--- config.mk ---
export PLATFORM = sky130hd
export DESIGN_NAME = snr_sqrt
export DESIGN_NICKNAME = d
export VERILOG_FILES = /design/src/design/snr_pkg.sv /design/src/design/snr_sqrt.sv
export SDC_FILE = /design/constraint.sdc
export NUM_CORES = 1
export LEC_CHECK = 0
export BUFFER_PORTS_ARGS = -buffer_cell sky130_fd_sc_hd__buf_4
export CAP_MARGIN = 20
export CELL_PAD_IN_SITES_DETAIL_PLACEMENT = 1
export CELL_PAD_IN_SITES_GLOBAL_PLACEMENT = 1
export CORE_MARGIN = 10
export CORE_UTILIZATION = 40
export DETAILED_ROUTE_END_ITERATION = 12
export PLACE_DENSITY_LB_ADDON = 0.05
export SETUP_SLACK_MARGIN = 0.5
export SYNTH_ARGS = -nofsm -noshare
export SYNTH_HDL_FRONTEND = slang
export SYNTH_SLANG_ARGS = --single-unit
--- constraint.sdc ---
create_clock -name clk -period 7.7 [get_ports clk]
set_input_delay 0.77 -clock clk [delete_from_list [all_inputs] [get_ports clk]]
set_output_delay 0.77 -clock clk [all_outputs]
set_load 0.02 [all_outputs]
--- src/design/snr_pkg.sv ---
// -----------------------------------------------------------------------------
// snr_pkg
// Shared constants and sideband types for the Snell refraction pipeline.
// -----------------------------------------------------------------------------
package snr_pkg;

	localparam int VEC_FRAC = 14;             // Q2.14 vectors
	localparam int IDX_FRAC = 12;             // Q4.12 index

	localparam int ETA_W    = 27;             // eta <= 2^26
	localparam int C_W      = VEC_FRAC + 1;   // cos i, 0..2^14
	localparam int ECR_W    = 28;             // round(eta*c) <= 2^26
	localparam int RAD_W    = 2 * C_W;        // sqrt radicand
	localparam int DIV_STAGES = 9;
	localparam int DIV_BPS    = 3;            // quotient bits per stage
	localparam int SQ_STAGES  = 5;
	localparam int SQ_BPS     = 3;            // root bits per stage

	localparam logic signed [15:0] NEG_ONE = -16'sd16384;

	// carried alongside the divider
	typedef struct packed {
		logic signed [15:0] ix;
		logic signed [15:0] iy;
		logic signed [15:0] iz;
		logic signed [15:0] nx;
		logic signed [15:0] ny;
		logic signed [15:0] nz;
		logic               entering;
		logic [C_W-1:0]     c;
		logic [17:0]        eta_leave;
	} div_side_t;

	// carried alongside the square root
	typedef struct packed {
		logic signed [15:0] ix;
		logic signed [15:0] iy;
		logic signed [15:0] iz;
		logic signed [15:0] nx;
		logic signed [15:0] ny;
		logic signed [15:0] nz;
		logic               entering;
		logic [ETA_W-1:0]   eta;
		logic [ECR_W-1:0]   ecr;
		logic               tir;
	} sq_side_t;

endpackage

--- src/design/snr_sqrt.sv ---
// -----------------------------------------------------------------------------
// snr_sqrt
// Pipelined digit-by-digit integer square root, 15-bit root.
// -----------------------------------------------------------------------------
module snr_sqrt (
	input  logic                      clk,
	input  logic                      arst_n,
	input  logic                      en,
	input  logic                      in_vld,
	input  logic [snr_pkg::RAD_W-1:0] rad,
	input  snr_pkg::sq_side_t         side_in,
	output logic                      out_vld,
	output logic [snr_pkg::C_W-1:0]   root,
	output snr_pkg::sq_side_t         side_out
);
	localparam int N  = snr_pkg::SQ_STAGES;
	localparam int RW = snr_pkg::RAD_W;
	localparam int QW = snr_pkg::C_W;

	logic [RW-1:0]     rad_s  [0:N];
	logic [QW-1:0]     root_s [0:N];
	logic [QW+2:0]     rem_s  [0:N];
	snr_pkg::sq_side_t side_s [0:N];
	logic [N:0]        vld_s;

	assign rad_s[0]  = rad;
	assign root_s[0] = '0;
	assign rem_s[0]  = '0;
	assign side_s[0] = side_in;
	assign vld_s[0]  = in_vld;

	for (genvar g = 0; g < N; g++) begin : g_stage
		logic [RW-1:0] a_nxt;
		logic [QW-1:0] q_nxt;
		logic [QW+2:0] r_nxt;

		always_comb begin
			logic [QW+2:0] r;
			logic [QW+2:0] trial;
			a_nxt = rad_s[g];
			q_nxt = root_s[g];
			r_nxt = rem_s[g];
			for (int b = 0; b < snr_pkg::SQ_BPS; b++) begin
				r     = {r_nxt[QW:0], a_nxt[RW-1:RW-2]};
				a_nxt = {a_nxt[RW-3:0], 2'b00};
				trial = {1'b0, q_nxt, 2'b01};
				if (r >= trial) begin
					r     = r - trial;
					q_nxt = {q_nxt[QW-2:0], 1'b1};
				end else begin
					q_nxt = {q_nxt[QW-2:0], 1'b0};
				end
				r_nxt = r;
			end
		end

		always_ff @(posedge clk or negedge arst_n) begin
			if (!arst_n) begin
				vld_s[g+1] <= 1'b0;
			end else if (en) begin
				vld_s[g+1] <= vld_s[g];
			end
		end

		always_ff @(posedge clk) begin
			if (en) begin
				rad_s[g+1]  <= a_nxt;
				root_s[g+1] <= q_nxt;
				rem_s[g+1]  <= r_nxt;
				side_s[g+1] <= side_s[g];
			end
		end
	end

	assign out_vld  = vld_s[N];
	assign root     = root_s[N];
	assign side_out = side_s[N];

endmodule

==> flow_summary.toml <==
[outcome]
status = "completed"

[job]
cap_violations = 0

[worst_setup_path]
crit_top_cell = "ha_1"
critPathArrivalTime_ns = 7.20
path_max_fanout = 24
max_stage_delay_ns = 0.47
crit_path_start_kind = "flop"
cp_top_family = "simple AND/OR/NAND/NOR gates"
cp.required_ns = 8.11
crit_buf_inv = 3
end_kind = "flop"
criticalPathCategory = "flop to flop"
slowest_stage = "or3_4"

[grt]
grt-ovfl-total = 0
grt_use_total = 0.152
grt_pass1_wl_um = 128000
first_global_vias = 21756
antenna_found_initial = 0
grt_max_degree = 184

[worst_hold_path]
hp-class = "input pin to flop"

[route]
drc_errors = 0
viasPerCell = 4.99
num_vias = 20750
wl_per_cell_um = 20.4
dr.pass1.iters = 4
drt_iter0_drc = 1141
drt_wl_total_um = 85000
antenna_left = 0

[yosys]
synth_warnings = 0
syn_inst = 2493
netlist.area_leader.share = 0.727
ys.flop_type = "edfxtp_1"
netlist_area_mm2 = 0.0386
ys_seq_elements = 939
synth_area_leaders = "edfxtp_1 (73%), ha_1 (4.3%), buf_4 (3.0%)"
ys_seq_area_frac = 0.731
synthDistinctLibCells = 100
synthArstFlopShare = 0.00532
avgSynthCellArea_um2 = 15.5
synth_edf_count = 934
synth_top_area_cell = "edfxtp_1"

[timing]
rsz0062_at_grt = "true"
finalHoldViolCount = 0
slew_viol_final = 0
skew_ns = 0.0217
max_freq_mhz = 147
whs_ns = 0.270
timing.final.crit_share = 0.882
relSlewSlack = 0.294
worst_pin_slew_ns = 1.06
finalSetupViolCount = 0
finalSetupTns_ns = 0
min_period_ns = 6.79

[floorplanning]
dieHeight_um = 330
num_rows = 113
core_mm2 = 0.0953
die_area_mm2 = 0.109
chipWidth_um = 330
initial_utilization = 0.405
io_pins = 356

[placement]
hpwlAfterDp_um = 61600
placed_cells = 3957
place_area_mm2 = 0.0418
io_buffers = 355
gp_congestion = 0.859

[clock_tree]
cts_tree = "yes"
clk_pin_slew_ns = 0.06
cts_buffers = 98
clock_latency_ns = 0.67
htreeDepth = 3
cts.sinks = 939
clockBufferDepth = 3
cts-root-buf = "clkbuf_16"

[layout]
final_common_cell = "edfxtp_1"
n_antenna_cell = 0
multi_input_area_mm2 = 0.00888
nFillCells = 9399
finalNonFillerCells = 4159
fin_nets = 3136
layout_common_cells = "edfxtp_1 (934), buf_4 (398), nor2_1 (147), ha_1 (131), a21oi_1 (129)"
drive_gt1_frac = 0.223
syn_to_final_growth_pct = 17.4
final_cell_area_mm2 = 0.0453
register_area_mm2 = 0.0282

[power]
power_density_mw_per_mm2 = 326
peakVddDrop_v = 0.000209
leakagePower_uw = 0.0169
total_power_uw = 14700
[where the power goes]
part	leakage, µW	internal [µW]	switching [µW]
combinational	0.00623	1550	2260
clock	0.00151	2650	1900
sequential	0.00916	6200	198
total	0.0169	10400	4350
[path summary, 6_finish.rpt]
path | slack, ns | cells past startpoint | startpoint | endpoint
min in group asynchronous | 0.43 | 2 | arst_n | vld_s[3]
setup reg to reg | 0.91 | 26 | root_s[36] | rem_s[30]
max in group asynchronous | 7.16 | 2 | arst_n | vld_s[4]
hold / removal | 0.27 | 1 | side_in[25] | side_s[637]
hold reg to reg | 0.40 | 0 | side_s[709] | side_s[556]
setup / recovery | 0.91 | 26 | root_s[36] | rem_s[30]
[per-stage QoR]
stage          setup slack [ns]  utilization
2_1_floorplan             0.591            -
3_3_place_gp              0.285        0.438
3_5_place_dp             0.0619        0.438
4_1_cts                   0.518        0.472
5_1_grt                   0.429        0.475
6_report                  0.906        0.475
[Yosys cell counts, drive strengths merged, types with 8 or more instances]
cell type / number
a211o: 8
a211oi: 13
a21o: 40
a21oi: 134
a31oi: 13
and2: 8
and3: 15
buf: 159
clkbuf: 25
edfxtp: 934
ha: 134
inv: 105
mux2: 21
mux2i: 8
nand2: 126
nand2b: 21
nand3: 41
nand4: 21
nor2: 150
nor2b: 22
nor3: 51
nor3b: 9
nor4: 21
o211ai: 14
o21a: 19
o21ai: 95
o21bai: 13
o31a: 8
o31ai: 15
or2: 18
or3: 13
or4: 13
xnor2: 70
xor2: 45
[flip-flops by register name, indices dropped and copies added (netlist names)]
| name | cells |
|---|---|
| rem_s | 64 |
| g_stage.a_nxt | 36 |
| root | 15 |
| side_out | 153 |
| root_s | 30 |
| side_s | 612 |
| rad_s | 24 |
| out_vld | 1 |
| vld_s | 4 |
[worst register-to-register path: stages (launching register included)]
cell,delay (ns)
edfxtp_1,0.39
inv_1,0.16
ha_1,0.34
o21ai_0,0.27
o21bai_2,0.18
a211oi_2,0.29
nand2_2,0.17
buf_4,0.19
a21oi_1,0.28
ha_1,0.35
a21o_1,0.18
a21oi_1,0.19
nor2b_1,0.10
nor3_2,0.24
nor2_1,0.13
or3_4,0.47
mux2_2,0.32
ha_1,0.39
nand4_1,0.16
nor2_2,0.17
and3_1,0.22
nand2_1,0.06
or4_1,0.38
and4_1,0.24
nand2_1,0.09
buf_6,0.22
mux2_2,0.36
[kinds of logic (layout without fill, tap and decap cells)]
group	Yosys count	in the layout	synth area share
compound gates	436	436	0.0747
xor+xnor	115	115	0.0263
fa+ha+maj	134	134	0.0435
buf+inv	289	689	0.0434
flops	939	939	0.731
mux	29	29	0.00821
other cells	1	2	0.0000972
simple gates	550	550	0.0732
[area by class of cell]
type | count | area share
inverters | 105 | 0.00904
multi-input cells | 1266 | 0.196
repair buffers | 405 | 0.0687
well taps | 1265 | 0.0350
clock inverters | 59 | 0.0119
clock buffers | 120 | 0.0569
flip-flops and latches | 939 | 0.622
[layer usage]
metal,share of wire,vias to the layer above,track usage
met5,0,-,0
met4,0.031,0,0.0564
met3,0.035,142,0.0256
met2,0.55,327,0.287
met1,0.38,10308,0.169
li1,-,9973,-
[repair_timing]
action                                  CTS  global route
endpoints found under the setup margin   18            47
pin swaps                                 0            15
hold buffers                              1             0
hold endpoints to repair                  5             0
resized for setup                        14            40
buffers inserted                          3            18
(Power assumes the default switching activity.)
