**config.mk**
```make
export PLATFORM = sky130hd
export DESIGN_NAME = snr_div
export DESIGN_NICKNAME = d
export VERILOG_FILES = /design/src/design/snr_pkg.sv /design/src/design/snr_div.sv
export SDC_FILE = /design/constraint.sdc
export NUM_CORES = 2
export LEC_CHECK = 0
export BUFFER_PORTS_ARGS = -buffer_cell sky130_fd_sc_hd__buf_2
export CAP_MARGIN = 15
export CORE_MARGIN = 8
export CORE_UTILIZATION = 40
export CTS_BUF_LIST = sky130_fd_sc_hd__clkbuf_4 sky130_fd_sc_hd__clkbuf_8
export DETAILED_ROUTE_END_ITERATION = 8
export GPL_ROUTABILITY_DRIVEN = 0
export GPL_TIMING_DRIVEN = 0
export HOLD_SLACK_MARGIN = 0.06
export PLACE_DENSITY = 0.66
export SETUP_SLACK_MARGIN = 0.4
export SKIP_LAST_GASP = 1
export SLEW_MARGIN = 20
export SYNTH_ARGS = -nofsm -noshare
export SYNTH_HDL_FRONTEND = slang
export SYNTH_SLANG_ARGS = --single-unit
```
**constraint.sdc**
```tcl
create_clock -name clk -period 8 [get_ports clk]
set_input_delay 0.4 -clock clk [delete_from_list [all_inputs] [get_ports clk]]
set_output_delay 0.4 -clock clk [all_outputs]
set_load 0.01 [all_outputs]
```
**src/design/snr_pkg.sv**
```systemverilog
// -----------------------------------------------------------------------------
// snr_pkg
// Shared constants and sideband types for the Snell refraction pipeline.
// -----------------------------------------------------------------------------
package snr_pkg;

	localparam int VEC_FRAC = 14;             // Q2.14 vectors
	localparam int IDX_FRAC = 12;             // Q4.12 index

	localparam int ETA_W    = 27;             // eta <= 2^26
	localparam int C_W      = VEC_FRAC + 1;   // cos i, 0..2^14
	localparam int ECR_W    = 28;             // round(eta*c) <= 2^26
	localparam int RAD_W    = 2 * C_W;        // sqrt radicand
	localparam int DIV_STAGES = 9;
	localparam int DIV_BPS    = 3;            // quotient bits per stage
	localparam int SQ_STAGES  = 5;
	localparam int SQ_BPS     = 3;            // root bits per stage

	localparam logic signed [15:0] NEG_ONE = -16'sd16384;

	// carried alongside the divider
	typedef struct packed {
		logic signed [15:0] ix;
		logic signed [15:0] iy;
		logic signed [15:0] iz;
		logic signed [15:0] nx;
		logic signed [15:0] ny;
		logic signed [15:0] nz;
		logic               entering;
		logic [C_W-1:0]     c;
		logic [17:0]        eta_leave;
	} div_side_t;

	// carried alongside the square root
	typedef struct packed {
		logic signed [15:0] ix;
		logic signed [15:0] iy;
		logic signed [15:0] iz;
		logic signed [15:0] nx;
		logic signed [15:0] ny;
		logic signed [15:0] nz;
		logic               entering;
		logic [ETA_W-1:0]   eta;
		logic [ECR_W-1:0]   ecr;
		logic               tir;
	} sq_side_t;

endpackage

```
**src/design/snr_div.sv**
```systemverilog
// -----------------------------------------------------------------------------
// snr_div
// Pipelined restoring divider, 27-bit quotient over a 16-bit divisor.
// -----------------------------------------------------------------------------
module snr_div (
	input  logic                    clk,
	input  logic                    arst_n,
	input  logic                    en,
	input  logic                    in_vld,
	input  logic [snr_pkg::ETA_W-1:0] num,
	input  logic [15:0]             den,
	input  snr_pkg::div_side_t      side_in,
	output logic                    out_vld,
	output logic [snr_pkg::ETA_W-1:0] quo,
	output snr_pkg::div_side_t      side_out
);
	localparam int N = snr_pkg::DIV_STAGES;
	localparam int W = snr_pkg::ETA_W;

	logic [W-1:0]       num_s  [0:N];
	logic [W-1:0]       quo_s  [0:N];
	logic [15:0]        rem_s  [0:N];
	logic [15:0]        den_s  [0:N];
	snr_pkg::div_side_t side_s [0:N];
	logic [N:0]         vld_s;

	assign num_s[0]  = num;
	assign quo_s[0]  = '0;
	assign rem_s[0]  = '0;
	assign den_s[0]  = den;
	assign side_s[0] = side_in;
	assign vld_s[0]  = in_vld;

	for (genvar g = 0; g < N; g++) begin : g_stage
		logic [W-1:0] n_nxt;
		logic [W-1:0] q_nxt;
		logic [15:0]  r_nxt;

		always_comb begin
			logic [16:0] r;
			n_nxt = num_s[g];
			q_nxt = quo_s[g];
			r_nxt = rem_s[g];
			for (int b = 0; b < snr_pkg::DIV_BPS; b++) begin
				r     = {r_nxt, n_nxt[W-1]};
				n_nxt = {n_nxt[W-2:0], 1'b0};
				if (r >= {1'b0, den_s[g]}) begin
					r     = r - {1'b0, den_s[g]};
					q_nxt = {q_nxt[W-2:0], 1'b1};
				end else begin
					q_nxt = {q_nxt[W-2:0], 1'b0};
				end
				r_nxt = r[15:0];
			end
		end

		always_ff @(posedge clk or negedge arst_n) begin
			if (!arst_n) begin
				vld_s[g+1] <= 1'b0;
			end else if (en) begin
				vld_s[g+1] <= vld_s[g];
			end
		end

		always_ff @(posedge clk) begin
			if (en) begin
				num_s[g+1]  <= n_nxt;
				quo_s[g+1]  <= q_nxt;
				rem_s[g+1]  <= r_nxt;
				den_s[g+1]  <= den_s[g];
				side_s[g+1] <= side_s[g];
			end
		end
	end

	assign out_vld  = vld_s[N];
	assign quo      = quo_s[N];
	assign side_out = side_s[N];

endmodule

```
==> summary.md <==
During placement, the flow inserted port buffers numbering 334. From left edge to right edge, the die measures 447.4 um. The number of placed instances, taps included, is 7816. The number of enable flip-flop cells after synthesis was 1669. The tools report the starting utilization of the core area as 0.4020. TritonCTS created 303 clock buffers.

The tools report the worst reg2reg path endpoint as rem_s[94]. Following the worst setup path forward leads to its endpoint at rem_s[94]. For the max-slew violation count, the log shows 0. The worst hold path belongs to the class in2reg. The number of storage elements in the synthesis netlist is 1678, and the number of clock sinks is 1678. Across the run, the number of max-cap violations was 0. In this run, the number of DRC markers left after iteration 0 of detailed routing was 2448. The run gives 0 as the final setup violation count. The worst register-to-register path begins at rem_s[106]. For this design, the slowest cell found on the critical path is sky130_fd_sc_hd__edfxtp_1. The layout cell share with drive strength beyond 1 is 0.2646.

In this run the number of H-tree levels came out at 5. For the worst-skew pair, the clock arrives at the later sink with an insertion delay of 0.99 ns. Clock tree synthesis selected as its root buffer the cell sky130_fd_sc_hd__clkbuf_8.

The run gives 233.3 mm as the first-pass GRT wire length. The class of the most critical setup path was reg2reg. The part of the cycle the worst path needs was 0.9557.

After detailed routing, the total wire length is 151.5 mm. STA classifies the critical path startpoint as a flop. At the placement stage, the worst setup path has a slack of -1.812 ns. The iteration count of the initial detailed-routing pass came out at 7.

Number of cells in the finished layout apart from fillers: 8886. The total number of placement rows was 158. The number of global-route vias before repair was 45890. The setup slack of the most critical reg-to-reg path came out at 0.35 ns. The cell count of the worst reg-to-reg path was 34; the placeable core area was 185200 um^2. The routed layout has 44220 vias. Measured along the y axis, the die boundary spans 447.4 um. The run gives 8.70 ns as the critical path data required time.

Clock transition at the registers of the reported paths: 0.07 ns. Mean number of vias per cell: 4.977. Entering global routing, the biggest net connects 155 pins. The tools report the kind of capture point of the worst setup path as a flop. Derived from the worst setup path, the maximum achievable clock frequency is 0.1308 GHz. The worst setup skew after layout was 0.06525 ns. The startpoint of the most critical setup path was rem_s[106]. In the layout the commonest cells are sky130_fd_sc_hd__edfxtp_1, sky130_fd_sc_hd__buf_4, sky130_fd_sc_hd__ha_1.

The slew at the pin closest to its max-slew limit is 0.7892 ns, and the longest individual stage delay on the worst path is 0.45 ns. Fraction of the yosys area taken by sequential cells: 0.6761. Final standard cell utilization of the core: 0.4991. The logs give 5 for the number of antenna violations at the first check in global routing and 0.2194 ns for the worst hold slack. The maximum net fanout on the critical path is 8, and the count of unique library cells instantiated by Yosys is 93. The run gives 0 as the number of hold violations in the final report.

The critical path contains buffers and inverters numbering 6 combined. The area added between synthesis and finish is 24.17%, and the final critical-path setup slack is 0.3546 ns. The global-route congestion overflow total was 0; the remaining number of nets flagged by the antenna check after routing was 0.

The tools report the count of nets after finishing as 6832. After synthesis, the mean cell area works out to 14.92 um^2. The worst-case headroom to the max-slew limit is 0.4738. Data arrives at the worst endpoint at 8.35 ns. The critical path crosses 34 cells after its start point.

The async set-or-reset flop fraction in the synthesized netlist is 0.005364. Setup repair after global routing could not meet its margin everywhere. The Yosys step of the flow raised 0 warnings. The HPWL after detailed placement is 99.11 mm. For the global routing usage summed across all routing layers, the log shows 0.1432. The number of nets in the synthesized netlist is 5610, and the maximum clock insertion buffer count is 4. The floorplan step defined a die boundary enclosing 200200 um^2. In the synthesized netlist, the number of instances is 4990. The detailed-route DRC error count was 0.

Leaving out fill and tap cells, the most frequent cell in the layout is sky130_fd_sc_hd__edfxtp_1. The kind of cell adding the most delay to the critical path was compound AO/OA/AOI/OAI gates. After detailed routing, the average wire length per cell comes to 17.05 um.

The tools report the post-synthesis instance area as 74460 um^2. 335 I/O pins were placed. The minimum period implied by the final worst setup slack is 7.645 ns. TritonCTS built the clock tree. For this run, the leading register cell type out of synthesis is sky130_fd_sc_hd__edfxtp_1. The run finished with clean final reports.
## layer usage
metal	global-route usage	wire length, um	vias up
li1	-	-	21350
met1	0.1561	58800	21440
met2	0.2635	79770	1038
met3	0.03439	7043	393
met4	0.06381	5843	2
met5	0	13	-
## area by class of cell
| type | count | area (um^2) |
|---|---|---|
| Multi-Input combinational cell | 2819 | 23510 |
| Buffer | 189 | 1554 |
| Clock inverter | 104 | 734.5 |
| Inverter | 306 | 1159 |
| Timing Repair Buffer | 915 | 7177 |
| Tap cell | 2480 | 3103 |
| Antenna cell | 5 | 12.51 |
| Clock buffer | 390 | 4861 |
| Sequential cell | 1678 | 50340 |
| Fill cell | 15410 | 92780 |
## state kept, by name, summed over array words and instances (netlist names)
register	count
quo	27
vld_s	8
out_vld	1
num_s	24
side_out	130
g_stage.n_nxt	84
rem_s	128
quo_s	108
den_s	128
side_s	1040
## cells in the mapped netlist, drive strengths merged (13+ instances only)
master	instances	area, um^2
and4	13	113.9
o31ai	20	160.2
and3	16	101.4
o211ai	22	170.2
nand2	207	777.0
xnor2	218	1909
nor2b	60	375.4
nor4	20	125.1
a211oi	24	190.2
o21a	59	442.9
fa	25	500.5
a21o	169	1270
a31oi	21	131.4
nand2b	30	187.7
edfxtp	1669	50120
or2	13	81.33
and2	16	100.1
o21ai	205	1030
o21bai	32	240.2
ha	418	5230
clkbuf	39	150.1
or3	23	143.9
a21oi	301	1506
nor3	63	315.3
a21boi	16	120.1
nor2	217	817.0
xor2	89	779.5
buf	150	1109
mux2i	43	430.4
inv	305	1145
nand3	42	210.2
mux2	201	2308
nand4	67	425.4
## logic make-up (layout without fill, tap and decap cells)
| kind of cell | Yosys count | count (layout) | synth area share |
|---|---|---|---|
| AO/OA/AOI/OAI | 1015 | 1015 | 0.08871 |
| XOR/XNOR | 307 | 307 | 0.03611 |
| adder cells (fa/ha/maj) | 443 | 443 | 0.07696 |
| buffers and inverters | 495 | 1904 | 0.03233 |
| flip-flops | 1678 | 1678 | 0.6761 |
| multiplexers | 244 | 244 | 0.03678 |
| other | 0 | 5 | 0 |
| AND/OR/NAND/NOR | 808 | 810 | 0.05295 |
## worst reg2reg max path: cells and delay by family, from the launching register on
family | cells | cell delay [ns]
DFF | 1 | 0.45
muxes | 3 | 0.79
and+or+nand+nor | 8 | 1.60
adders and majority gates | 3 | 0.80
AOI/OAI and AO/OA | 13 | 2.80
xor gates and xnor gates | 1 | 0.08
buffers and inverters | 6 | 0.82
## per-stage QoR
stage	area, um^2	TNS, ns
floorplan	74480	0
global placement	79250	-
detailed placement	79600	-171.27
CTS	90490	0
global route	92440	0
finish	92450	0
## worst min path at each step
stage / slack, ns / start / cells after the start / end
floorplan: 0.10 / arst_n / 0 / out_vld
global placement: 0.25 / arst_n / 1 / out_vld
detailed placement: 0.26 / arst_n / 1 / out_vld
CTS: 0.06 / side_in[50] / 2 / side_s[1090]
global route: 0.09 / side_in[50] / 2 / side_s[1090]
finish: 0.22 / side_in[50] / 2 / side_s[1090]
## timing repair
| action | 4_1_cts | 5_1_grt |
|---|---|---|
| gates resized for setup | 290 | 239 |
| pin swaps | 75 | 99 |
| setup endpoints to repair | 137 | 137 |
| hold endpoints to repair | 308 | 0 |
| hold buffers | 325 | 0 |
| buffers inserted | 120 | 120 |
| cloned | 2 | 4 |
Power is left out: the tool's default activity adds up to more than one toggle a clock period on the data nets, which glitch-free logic cannot reach.
